[config.mk]
export PLATFORM = sky130hd
export DESIGN_NAME = thruster_pulse_attitude_control_top
export DESIGN_NICKNAME = d
export VERILOG_FILES = /design/src/rtl/thpac_pkg.sv /design/src/rtl/thruster_pulse_attitude_control_top.sv /design/src/rtl/thpac_front.sv /design/src/rtl/thpac_queue.sv /design/src/rtl/thpac_back.sv
export SDC_FILE = /design/constraint.sdc
export NUM_CORES = 2
export LEC_CHECK = 0
export BUFFER_PORTS_ARGS = -buffer_cell sky130_fd_sc_hd__buf_2
export CORE_ASPECT_RATIO = 0.9
export CORE_MARGIN = 2
export CORE_UTILIZATION = 65
export DETAILED_ROUTE_END_ITERATION = 8
export PLACE_DENSITY_LB_ADDON = 0.12
export SKIP_CTS_REPAIR_TIMING = 1
export SLEW_MARGIN = 20
export SYNTH_ARGS = -nofsm -noshare
export SYNTH_HDL_FRONTEND = slang
export SYNTH_SLANG_ARGS = --single-unit
[constraint.sdc]
create_clock -name clk -period 14.7 [get_ports clk]
set_clock_uncertainty 0.1 [all_clocks]
set_input_delay 0.735 -clock clk [delete_from_list [all_inputs] [get_ports clk]]
set_output_delay 0.735 -clock clk [all_outputs]
set_load 0.005 [all_outputs]
[src/rtl/thpac_pkg.sv]
// ----------------------------------------------------------------------------
// thpac_pkg
// Shared types and register indexes for the thruster pulse attitude controller.
// ----------------------------------------------------------------------------
package thpac_pkg;

    localparam int CFG_IDX_W  = 3;
    localparam int CFG_DATA_W = 16;

    // register indexes on the configuration port
    localparam logic [CFG_IDX_W-1:0] CFG_GAIN_PROP        = 3'd0;
    localparam logic [CFG_IDX_W-1:0] CFG_GAIN_RATE        = 3'd1;
    localparam logic [CFG_IDX_W-1:0] CFG_SEEK_WINDOW      = 3'd2;
    localparam logic [CFG_IDX_W-1:0] CFG_SEEK_RATE_WINDOW = 3'd3;
    localparam logic [CFG_IDX_W-1:0] CFG_HOLD_WINDOW      = 3'd4;
    localparam logic [CFG_IDX_W-1:0] CFG_HOLD_RATE_WINDOW = 3'd5;
    localparam logic [CFG_IDX_W-1:0] CFG_FIRE_LEVEL       = 3'd6;
    localparam logic [CFG_IDX_W-1:0] CFG_RELEASE_LEVEL    = 3'd7;

    // command queue between front and back
    localparam int QDEPTH = 4;
    localparam int QPTR_W = 2;
    localparam int QCNT_W = 3;

    localparam int S_TDATA_W = 96;
    localparam int M_TDATA_W = 56;

    typedef struct packed {
        logic [31:0]        now_ms;
        logic signed [15:0] control_value;
        logic               settled;
    } cmd_t;

    typedef struct packed {
        logic              we;
        logic [CFG_IDX_W-1:0]  index;
        logic [CFG_DATA_W-1:0] data;
    } cfg_wr_t;

endpackage

[src/rtl/thruster_pulse_attitude_control_top.sv]
// an accepted beat passes the multiply stage register, the command queue and the output register before m_tvalid
// throughput: one beat per cycle while s_tready is high, limited by the single-cycle window select loop in the front
// a four-entry command queue lets front and back stall independently
// reset (async, rst_n low): registers to their default values, wide windows, valves closed,
// open time zero, queue and output empty
// ----------------------------------------------------------------------------
// thruster_pulse_attitude_control_top
// Roll-axis thruster pulse controller: deadzone, PD control and valve timing.
// ----------------------------------------------------------------------------
module thruster_pulse_attitude_control_top #(
    parameter int unsigned BUDGET_MS    = 30000,
    parameter int unsigned PULSE_MAX_MS = 100,
    parameter int unsigned COOLDOWN_MS  = 100
) (
    input  logic                                clk,
    input  logic                                rst_n,
    input  logic                                cfg_we,
    input  logic [thpac_pkg::CFG_IDX_W-1:0]     cfg_index,
    input  logic [thpac_pkg::CFG_DATA_W-1:0]    cfg_data,
    input  logic                                s_tvalid,
    output logic                                s_tready,
    // now_ms[31:0], target_angle[47:32], roll_angle[63:48], rate_x[79:64], rate_z[95:80]
    input  logic [thpac_pkg::S_TDATA_W-1:0]     s_tdata,
    output logic                                m_tvalid,
    input  logic                                m_tready,
    // valve_cw_on[0], valve_ccw_on[1], control_value[17:2], settled[18],
    // used_ms[50:19], budget_spent[51], zero[55:52]
    output logic [thpac_pkg::M_TDATA_W-1:0]     m_tdata
);

    thpac_pkg::cfg_wr_t            cfg;
    thpac_pkg::cmd_t               push_data;
    thpac_pkg::cmd_t               pop_data;
    logic                          push;
    logic                          pop;
    logic                          q_empty;
    logic [thpac_pkg::QCNT_W-1:0]  q_count;

    assign cfg.we    = cfg_we;
    assign cfg.index = cfg_index;
    assign cfg.data  = cfg_data;

    thpac_front u_front (
        .clk       (clk),
        .rst_n     (rst_n),
        .cfg       (cfg),
        .s_tvalid  (s_tvalid),
        .s_tready  (s_tready),
        .s_tdata   (s_tdata),
        .q_count   (q_count),
        .push      (push),
        .push_data (push_data)
    );

    thpac_queue u_queue (
        .clk       (clk),
        .rst_n     (rst_n),
        .push      (push),
        .push_data (push_data),
        .pop       (pop),
        .pop_data  (pop_data),
        .empty     (q_empty),
        .count     (q_count)
    );

    thpac_back #(
        .BUDGET_MS    (BUDGET_MS),
        .PULSE_MAX_MS (PULSE_MAX_MS),
        .COOLDOWN_MS  (COOLDOWN_MS)
    ) u_back (
        .clk      (clk),
        .rst_n    (rst_n),
        .cfg      (cfg),
        .q_empty  (q_empty),
        .q_data   (pop_data),
        .pop      (pop),
        .m_tvalid (m_tvalid),
        .m_tready (m_tready),
        .m_tdata  (m_tdata)
    );

endmodule

[src/rtl/thpac_front.sv]
// ----------------------------------------------------------------------------
// thpac_front
// Accepts beats, applies the deadzone test and computes the saturated control.
// ----------------------------------------------------------------------------
module thpac_front (
    input  logic                              clk,
    input  logic                              rst_n,
    input  thpac_pkg::cfg_wr_t                cfg,
    input  logic                              s_tvalid,
    output logic                              s_tready,
    input  logic [thpac_pkg::S_TDATA_W-1:0]   s_tdata,
    input  logic [thpac_pkg::QCNT_W-1:0]      q_count,
    output logic                              push,
    output thpac_pkg::cmd_t                   push_data
);

    logic signed [15:0] gain_prop_reg;
    logic signed [15:0] gain_rate_reg;
    logic [14:0]        seek_window_reg;
    logic [14:0]        seek_rate_window_reg;
    logic [14:0]        hold_window_reg;
    logic [14:0]        hold_rate_window_reg;
    logic               wide_window_reg;

    logic               s1_valid_reg;
    logic [31:0]        s1_now_reg;
    logic               s1_settled_reg;
    logic signed [32:0] s1_prod_p_reg;
    logic signed [31:0] s1_prod_r_reg;

    logic               accept;
    logic [31:0]        now_ms;
    logic signed [15:0] target_angle;
    logic signed [15:0] roll_angle;
    logic signed [15:0] rate_x;
    logic signed [15:0] rate_z;
    logic signed [16:0] err;
    logic [16:0]        err_abs;
    logic signed [16:0] rx_ext;
    logic [16:0]        rx_abs;
    logic [14:0]        win;
    logic [14:0]        rwin;
    logic               in_zone;
    logic signed [32:0] prod_p_next;
    logic signed [31:0] prod_r_next;
    logic signed [34:0] sum;
    logic signed [22:0] quot;
    logic signed [15:0] sat;
    logic [thpac_pkg::QCNT_W-1:0] pending;

    always_ff @(posedge clk or negedge rst_n)
    begin
        if (!rst_n)
        begin
            gain_prop_reg        <= 16'sd2458;
            gain_rate_reg        <= 16'sd1638;
            seek_window_reg      <= 15'd1638;
            seek_rate_window_reg <= 15'd410;
            hold_window_reg      <= 15'd2458;
            hold_rate_window_reg <= 15'd4096;
        end
        else if (cfg.we)
        begin
            case (cfg.index)
                thpac_pkg::CFG_GAIN_PROP:        gain_prop_reg        <= cfg.data;
                thpac_pkg::CFG_GAIN_RATE:        gain_rate_reg        <= cfg.data;
                thpac_pkg::CFG_SEEK_WINDOW:      seek_window_reg      <= cfg.data[14:0];
                thpac_pkg::CFG_SEEK_RATE_WINDOW: seek_rate_window_reg <= cfg.data[14:0];
                thpac_pkg::CFG_HOLD_WINDOW:      hold_window_reg      <= cfg.data[14:0];
                thpac_pkg::CFG_HOLD_RATE_WINDOW: hold_rate_window_reg <= cfg.data[14:0];
                default: ;
            endcase
        end
    end

    // credit check: queue entries plus the beat in the multiply stage
    assign pending  = q_count + {{(thpac_pkg::QCNT_W-1){1'b0}}, s1_valid_reg};
    assign s_tready = pending < thpac_pkg::QCNT_W'(thpac_pkg::QDEPTH);
    assign accept   = s_tvalid && s_tready;

    assign now_ms       = s_tdata[31:0];
    assign target_angle = s_tdata[47:32];
    assign roll_angle   = s_tdata[63:48];
    assign rate_x       = s_tdata[79:64];
    assign rate_z       = s_tdata[95:80];

    always_comb
    begin
        err     = 17'(target_angle) - 17'(roll_angle);
        err_abs = err[16] ? 17'(-err) : 17'(err);
        rx_ext  = 17'(rate_x);
        rx_abs  = rx_ext[16] ? 17'(-rx_ext) : 17'(rx_ext);
        win     = wide_window_reg ? hold_window_reg : seek_window_reg;
        rwin    = wide_window_reg ? hold_rate_window_reg : seek_rate_window_reg;
        in_zone = (err_abs < {2'b00, win}) && (rx_abs < {2'b00, rwin});
        prod_p_next = 33'(gain_prop_reg) * 33'(err);
        prod_r_next = 32'(gain_rate_reg) * 32'(rate_z);
    end

    // the window choice only matters while the budget lasts; once spent the back
    // holds for good, so the front may keep updating it
    always_ff @(posedge clk or negedge rst_n)
    begin
        if (!rst_n)
        begin
            wide_window_reg <= 1'b1;
            s1_valid_reg    <= 1'b0;
        end
        else
        begin
            s1_valid_reg <= accept;
            if (accept)
            begin
                wide_window_reg <= in_zone;
            end
        end
    end

    always_ff @(posedge clk)
    begin
        if (accept)
        begin
            s1_now_reg     <= now_ms;
            s1_settled_reg <= in_zone;
            s1_prod_p_reg  <= prod_p_next;
            s1_prod_r_reg  <= prod_r_next;
        end
    end

    // round to nearest, ties up, then saturate to 16 bits
    always_comb
    begin
        sum  = 35'(s1_prod_p_reg) + 35'(s1_prod_r_reg) + 35'sd2048;
        quot = sum[34:12];
        if (quot > 23'sd32767)
        begin
            sat = 16'sh7fff;
        end
        else if (quot < -23'sd32768)
        begin
            sat = 16'sh8000;
        end
        else
        begin
            sat = quot[15:0];
        end
    end

    assign push                    = s1_valid_reg;
    assign push_data.now_ms        = s1_now_reg;
    assign push_data.settled       = s1_settled_reg;
    assign push_data.control_value = s1_settled_reg ? 16'sd0 : sat;

endmodule

[src/rtl/thpac_queue.sv]
// ----------------------------------------------------------------------------
// thpac_queue
// Short command queue between the control front and the valve back.
// ----------------------------------------------------------------------------
module thpac_queue (
    input  logic                          clk,
    input  logic                          rst_n,
    input  logic                          push,
    input  thpac_pkg::cmd_t               push_data,
    input  logic                          pop,
    output thpac_pkg::cmd_t               pop_data,
    output logic                          empty,
    output logic [thpac_pkg::QCNT_W-1:0]  count
);

    thpac_pkg::cmd_t                 mem_reg [thpac_pkg::QDEPTH];
    logic [thpac_pkg::QPTR_W-1:0]    wr_ptr_reg;
    logic [thpac_pkg::QPTR_W-1:0]    rd_ptr_reg;
    logic [thpac_pkg::QCNT_W-1:0]    count_reg;
    logic [thpac_pkg::QCNT_W-1:0]    count_next;

    always_ff @(posedge clk)
    begin
        if (push)
        begin
            mem_reg[wr_ptr_reg] <= push_data;
        end
    end

    always_comb
    begin
        count_next = count_reg;
        if (push && !pop)
        begin
            count_next = count_reg + 1'b1;
        end
        else if (pop && !push)
        begin
            count_next = count_reg - 1'b1;
        end
    end

    always_ff @(posedge clk or negedge rst_n)
    begin
        if (!rst_n)
        begin
            wr_ptr_reg <= '0;
            rd_ptr_reg <= '0;
            count_reg  <= '0;
        end
        else
        begin
            if (push)
            begin
                wr_ptr_reg <= wr_ptr_reg + 1'b1;
            end
            if (pop)
            begin
                rd_ptr_reg <= rd_ptr_reg + 1'b1;
            end
            count_reg <= count_next;
        end
    end

    assign pop_data = mem_reg[rd_ptr_reg];
    assign empty    = count_reg == '0;
    assign count    = count_reg;

    a_no_overflow : assert property (@(posedge clk) disable iff (!rst_n)
        push |-> (count_reg < thpac_pkg::QCNT_W'(thpac_pkg::QDEPTH)))
        else $error("queue push while full");

    a_no_underflow : assert property (@(posedge clk) disable iff (!rst_n)
        pop |-> !empty)
        else $error("queue pop while empty");

    a_ptr_count : assert property (@(posedge clk) disable iff (!rst_n)
        (wr_ptr_reg - rd_ptr_reg) == count_reg[thpac_pkg::QPTR_W-1:0])
        else $error("queue pointers disagree with count");

endmodule

[src/rtl/thpac_back.sv]
// ----------------------------------------------------------------------------
// thpac_back
// Valve drive: thresholds, pulse limit, cooldown and open time bookkeeping.
// ----------------------------------------------------------------------------
module thpac_back #(
    parameter int unsigned BUDGET_MS    = 30000,
    parameter int unsigned PULSE_MAX_MS = 100,
    parameter int unsigned COOLDOWN_MS  = 100
) (
    input  logic                              clk,
    input  logic                              rst_n,
    input  thpac_pkg::cfg_wr_t                cfg,
    input  logic                              q_empty,
    input  thpac_pkg::cmd_t                   q_data,
    output logic                              pop,
    output logic                              m_tvalid,
    input  logic                              m_tready,
    output logic [thpac_pkg::M_TDATA_W-1:0]   m_tdata
);

    localparam logic [31:0] BUDGET    = 32'(BUDGET_MS);
    localparam logic [31:0] PULSE_LIM = 32'(PULSE_MAX_MS);
    localparam logic [31:0] COOL      = 32'(COOLDOWN_MS);

    logic [14:0] fire_level_reg;
    logic [14:0] release_level_reg;
    logic        cw_open_reg;
    logic        ccw_open_reg;
    logic [31:0] pulse_start_reg;
    logic [31:0] cooldown_until_reg;
    logic [31:0] open_total_reg;
    logic        m_valid_reg;
    logic [thpac_pkg::M_TDATA_W-1:0] m_data_reg;

    logic        cw_open_next;
    logic        ccw_open_next;
    logic [31:0] pulse_start_next;
    logic [31:0] cooldown_until_next;
    logic [31:0] open_total_next;
    logic [thpac_pkg::M_TDATA_W-1:0] m_data_next;

    logic               spent;
    logic               cooling;
    logic signed [16:0] c_ext;
    logic [16:0]        c_abs;
    logic signed [16:0] rel_pos;
    logic signed [16:0] rel_neg;
    logic               fire;
    logic               cw1;
    logic               ccw1;
    logic               rel_cw;
    logic               rel_ccw;
    logic               cw2;
    logic               ccw2;
    logic [31:0]        elapsed;
    logic               limit_hit;
    logic               closing;
    logic [32:0]        total_sum;
    logic signed [15:0] ctrl_out;
    logic               settled_out;

    always_ff @(posedge clk or negedge rst_n)
    begin
        if (!rst_n)
        begin
            fire_level_reg    <= 15'd410;
            release_level_reg <= 15'd410;
        end
        else if (cfg.we)
        begin
            case (cfg.index)
                thpac_pkg::CFG_FIRE_LEVEL:    fire_level_reg    <= cfg.data[14:0];
                thpac_pkg::CFG_RELEASE_LEVEL: release_level_reg <= cfg.data[14:0];
                default: ;
            endcase
        end
    end

    assign pop = !q_empty && (!m_valid_reg || m_tready);

    always_comb
    begin
        spent   = open_total_reg > BUDGET;
        cooling = q_data.now_ms < cooldown_until_reg;
        c_ext   = 17'(q_data.control_value);
        c_abs   = c_ext[16] ? 17'(-c_ext) : 17'(c_ext);
        rel_pos = $signed({2'b00, release_level_reg});
        rel_neg = -rel_pos;

        fire = (c_abs > {2'b00, fire_level_reg}) && !cw_open_reg && !ccw_open_reg;
        cw1  = cw_open_reg || (fire && (c_ext > 17'sd0));
        ccw1 = ccw_open_reg || (fire && !(c_ext > 17'sd0));
        pulse_start_next = fire ? q_data.now_ms : pulse_start_reg;

        rel_cw  = cw1 && (c_ext < rel_pos);
        rel_ccw = ccw1 && (c_ext > rel_neg);
        cw2     = cw1 && !rel_cw;
        ccw2    = ccw1 && !rel_ccw;

        // at most one valve is ever open, so one close per step at most
        elapsed   = q_data.now_ms - pulse_start_next;
        limit_hit = (cw2 || ccw2) && (elapsed > PULSE_LIM);
        closing   = rel_cw || rel_ccw || limit_hit;
        total_sum = {1'b0, open_total_reg} + {1'b0, elapsed};

        cw_open_next        = cw2 && !limit_hit;
        ccw_open_next       = ccw2 && !limit_hit;
        cooldown_until_next = limit_hit ? (q_data.now_ms + COOL) : cooldown_until_reg;
        open_total_next     = open_total_reg;
        if (closing)
        begin
            open_total_next = total_sum[32] ? 32'hffff_ffff : total_sum[31:0];
        end

        if (spent)
        begin
            cw_open_next        = cw_open_reg;
            ccw_open_next       = ccw_open_reg;
            pulse_start_next    = pulse_start_reg;
            cooldown_until_next = cooldown_until_reg;
            open_total_next     = open_total_reg;
        end
        else if (cooling)
        begin
            cw_open_next        = 1'b0;
            ccw_open_next       = 1'b0;
            pulse_start_next    = pulse_start_reg;
            cooldown_until_next = cooldown_until_reg;
            open_total_next     = open_total_reg;
        end

        ctrl_out    = spent ? 16'sd0 : q_data.control_value;
        settled_out = spent ? 1'b0 : q_data.settled;
        m_data_next = {4'b0000,
                       open_total_next > BUDGET,
                       open_total_next,
                       settled_out,
                       ctrl_out,
                       ccw_open_next,
                       cw_open_next};
    end

    always_ff @(posedge clk or negedge rst_n)
    begin
        if (!rst_n)
        begin
            cw_open_reg        <= 1'b0;
            ccw_open_reg       <= 1'b0;
            pulse_start_reg    <= '0;
            cooldown_until_reg <= '0;
            open_total_reg     <= '0;
            m_valid_reg        <= 1'b0;
        end
        else
        begin
            if (pop)
            begin
                cw_open_reg        <= cw_open_next;
                ccw_open_reg       <= ccw_open_next;
                pulse_start_reg    <= pulse_start_next;
                cooldown_until_reg <= cooldown_until_next;
                open_total_reg     <= open_total_next;
                m_valid_reg        <= 1'b1;
            end
            else if (m_tready)
            begin
                m_valid_reg <= 1'b0;
            end
        end
    end

    always_ff @(posedge clk)
    begin
        if (pop)
        begin
            m_data_reg <= m_data_next;
        end
    end

    assign m_tvalid = m_valid_reg;
    assign m_tdata  = m_data_reg;

    a_one_valve : assert property (@(posedge clk) disable iff (!rst_n)
        !(cw_open_reg && ccw_open_reg))
        else $error("both valves open");

    a_total_grows : assert property (@(posedge clk) disable iff (!rst_n)
        1'b1 |=> open_total_reg >= $past(open_total_reg))
        else $error("open time went down");

    a_spent_holds : assert property (@(posedge clk) disable iff (!rst_n)
        spent |=> (open_total_reg == $past(open_total_reg))
                  && (cw_open_reg == $past(cw_open_reg)))
        else $error("state moved after budget spent");

endmodule

==> impl_metrics.toml <==
[worst_setup_path]
path_delay_family = "compound AO/OA/AOI/OAI gates"
worstReg2RegEnd = "u_back.m_tdata[51]$_DFFE_PP_"
reg2reg_depth = 47
crit_path_start_kind = "register"
crit_arrival_ns = 13.44
crit_required_ns = 15.01
worstReg2RegStart = "u_queue.rd_ptr_reg[0]$_DFFE_PN0P_"
rrSetupSlack_ns = 1.57
max_stage_delay_ns = 0.84
crit_type = "reg2reg"
critPathCaptureType = "register"
slowest_stage = "dfrtp_4"
path_common_cell = "a21oi_1"
cp_max_fo = 29
path_buf_inv = 3

[yosys]
synthCells = 4878
synth_flop_cell = "edfxtp_1"
yosysTopAreaCellShare_pct = 21.0
syn_avg_cell_area_um2 = 10.6
yosysTopAreaCell = "fa_1"
synth_edf_count = 346
synthArstFlopShare_pct = 39.9
yosysUniqueCellTypes = 90
yosysMostFrequentCell = "inv_1"
synthTopCellsByArea = "fa_1 (21%), edfxtp_1 (20%), ha_1 (9.4%)"
synth_area_um2 = 51700
ys_ff_latch = 576
synthTopCellsByCount = "inv_1 (709), fa_1 (542), nand2_1 (454), ha_1 (389), edfxtp_1 (346)"
yosys_warnings = 0
yosysSeqAreaShare_pct = 31.3

[timing]
period_share_pct = 89.3
finalCriticalPeriod_ns = 13.13
max_slew_margin_pct = 25.4
finalSetupViolCount = 0
clock.fmax_mhz = 76.1
worst_slew_pin_slew_ns = 1.12
hold_slack_ns = -0.0423
setup_tns_ns = 0
hold_viol = 24
maxSlewViolCount = 0
rsz0062_at_grt = "no"

[floorplanning]
die_h_um = 272
start_util_pct = 65.4
fp.coreArea_um2 = 79100
row_count = 98
die_area_um2 = 81800
die_x_um = 301
boundaryPins = 178

[final_layout]
fin_nets = 6038
syn_to_final_growth_pct = 7.79
drive_above_1_share_pct = 12.1
num-fill-cells = 5939
largest_register_ffs = 196

[grt]
grt_pass1_wl_um = 199000
grt_max_degree = 92
grt_usage_pct = 31.0
overflow = 0
grt_pass1_vias = 37075
grt_antenna_before_repair = 3

[drt]
drc_errors = 0
viasPerCell = 5.87
drt-total-wl_um = 123000
wl_per_cell_um = 20.3
drtIter0Drc = 2152
dr.pass1.iters = 8
routed-via-count = 35749
postRouteAntennaNets = 0

[placed_design]
gp_congestion = 0.935
port_buffers = 173
hpwl_um = 93200

[cts]
cts_made_buffers = 61
cts_tree = "yes"
clk_pin_slew_ns = 0.06
clockBufferDepth = 3
clk_latency_ns = 0.67
clock-root-buffer = "clkbuf_16"
h-tree-depth = 2
cts.sinks = 576

[run_status]
violations = "negative hold slack"
status = "finished with violations"

[flow_run]
max_cap_viol_count = 0

[min_path]
min_path_type = "in2async"
[metrics by stage]
stage / setup WS [ns] / utilization [%] / cell area [µm²] / instances / hold WS (ns)
6_report: 1.57 / 70.5 / 55800 / 6092 / -0.0423
5_1_grt: 0.712 / 70.5 / 55700 / 6091 / 0.0207
4_1_cts: 1.64 / 70.5 / 55700 / 6090 / -0.0133
3_5_place_dp: 1.67 / 67.7 / 53600 / 5974 / 0.376
3_3_place_gp: 1.78 / 67.7 / 53600 / 5974 / 0.368
2_1_floorplan: 3.37 / - / 51700 / 4881 / 0.339
[area by class of cell]
class	instances	area, µm²	area share (%)
Antenna cell	2	5.00	0.00898
Clock buffer	89	1790	3.21
Clock inverter	27	375	0.673
Inverter	709	2660	4.77
Multi-Input combinational cell	3430	32300	57.9
Sequential cell	576	16200	29.1
Tap cell	1050	1310	2.36
Timing Repair Buffer	209	1150	2.06
[placed cells by master, fill, tap and decap left out, drive strengths merged, types with 25 or more instances in the layout]
master and n:
and3 25, nor2 228, nor3 61, xor2 61, fa 542, clkbuf 89
mux2i 62, dfstp 41, ha 389, inv 714, o31ai 26, o21bai 27
nand2b 68, a21oi 193, a21o 70, o21ai 130, nand3 54, and2 224
nor2b 45, a31oi 27, buf 209, nand2 454, mux2 155, o21a 49
edfxtp 346, or3 25, mux4 48, nand4 32, xnor2 197, dfrtp 189
[worst max path at each step]
stage	from	to	slack (ns)	depth (start not counted)
after floorplan	u_queue.rd_ptr_reg[1]$_DFFE_PN0P_	u_back.m_tdata[51]$_DFFE_PP_	3.37	50
after global placement	u_queue.rd_ptr_reg[0]$_DFFE_PN0P_	u_back.m_tdata[51]$_DFFE_PP_	1.78	47
after detailed placement	u_queue.rd_ptr_reg[0]$_DFFE_PN0P_	u_back.m_tdata[51]$_DFFE_PP_	1.67	47
after CTS	u_queue.rd_ptr_reg[0]$_DFFE_PN0P_	u_back.m_tdata[51]$_DFFE_PP_	1.64	47
after global routing	u_queue.rd_ptr_reg[0]$_DFFE_PN0P_	u_back.m_tdata[51]$_DFFE_PP_	0.71	47
final	u_queue.rd_ptr_reg[0]$_DFFE_PN0P_	u_back.m_tdata[51]$_DFFE_PP_	1.57	47
[worst reg2reg max path: cells and delay by family, from the launching register on]
kind                       cells  cell delay, ns
and+or+nand+nor               15            3.89
DFF                            1            0.84
buffers and inverters          3            0.47
AOI/OAI and AO/OA             21            5.24
muxes                          3            1.04
adders and majority gates      3            1.00
xor gates and xnor gates       2            0.35
[cell families after synthesis]
group / after synthesis / share of synthesized area, %
compound gates: 658 / 8.22
xor+xnor: 258 / 4.37
fa+ha+maj: 931 / 30.4
buf+inv: 875 / 6.46
flops: 576 / 31.3
mux: 265 / 6.66
other cells: 1 / 0.00725
simple gates: 1314 / 12.6
[per-layer routing]
metal	part of all wire, %	wire length (µm)	global-route usage, %	vias up
li1	-	-	-	16481
met1	39	48600	39.5	18062
met2	52	64300	54.6	943
met3	4.7	5850	3.45	263
met4	3.8	4680	11.4	0
met5	0	0	0	-
Power is not shown: default switching activity piles up to over one toggle a cycle in this logic, so the estimate is an artifact.
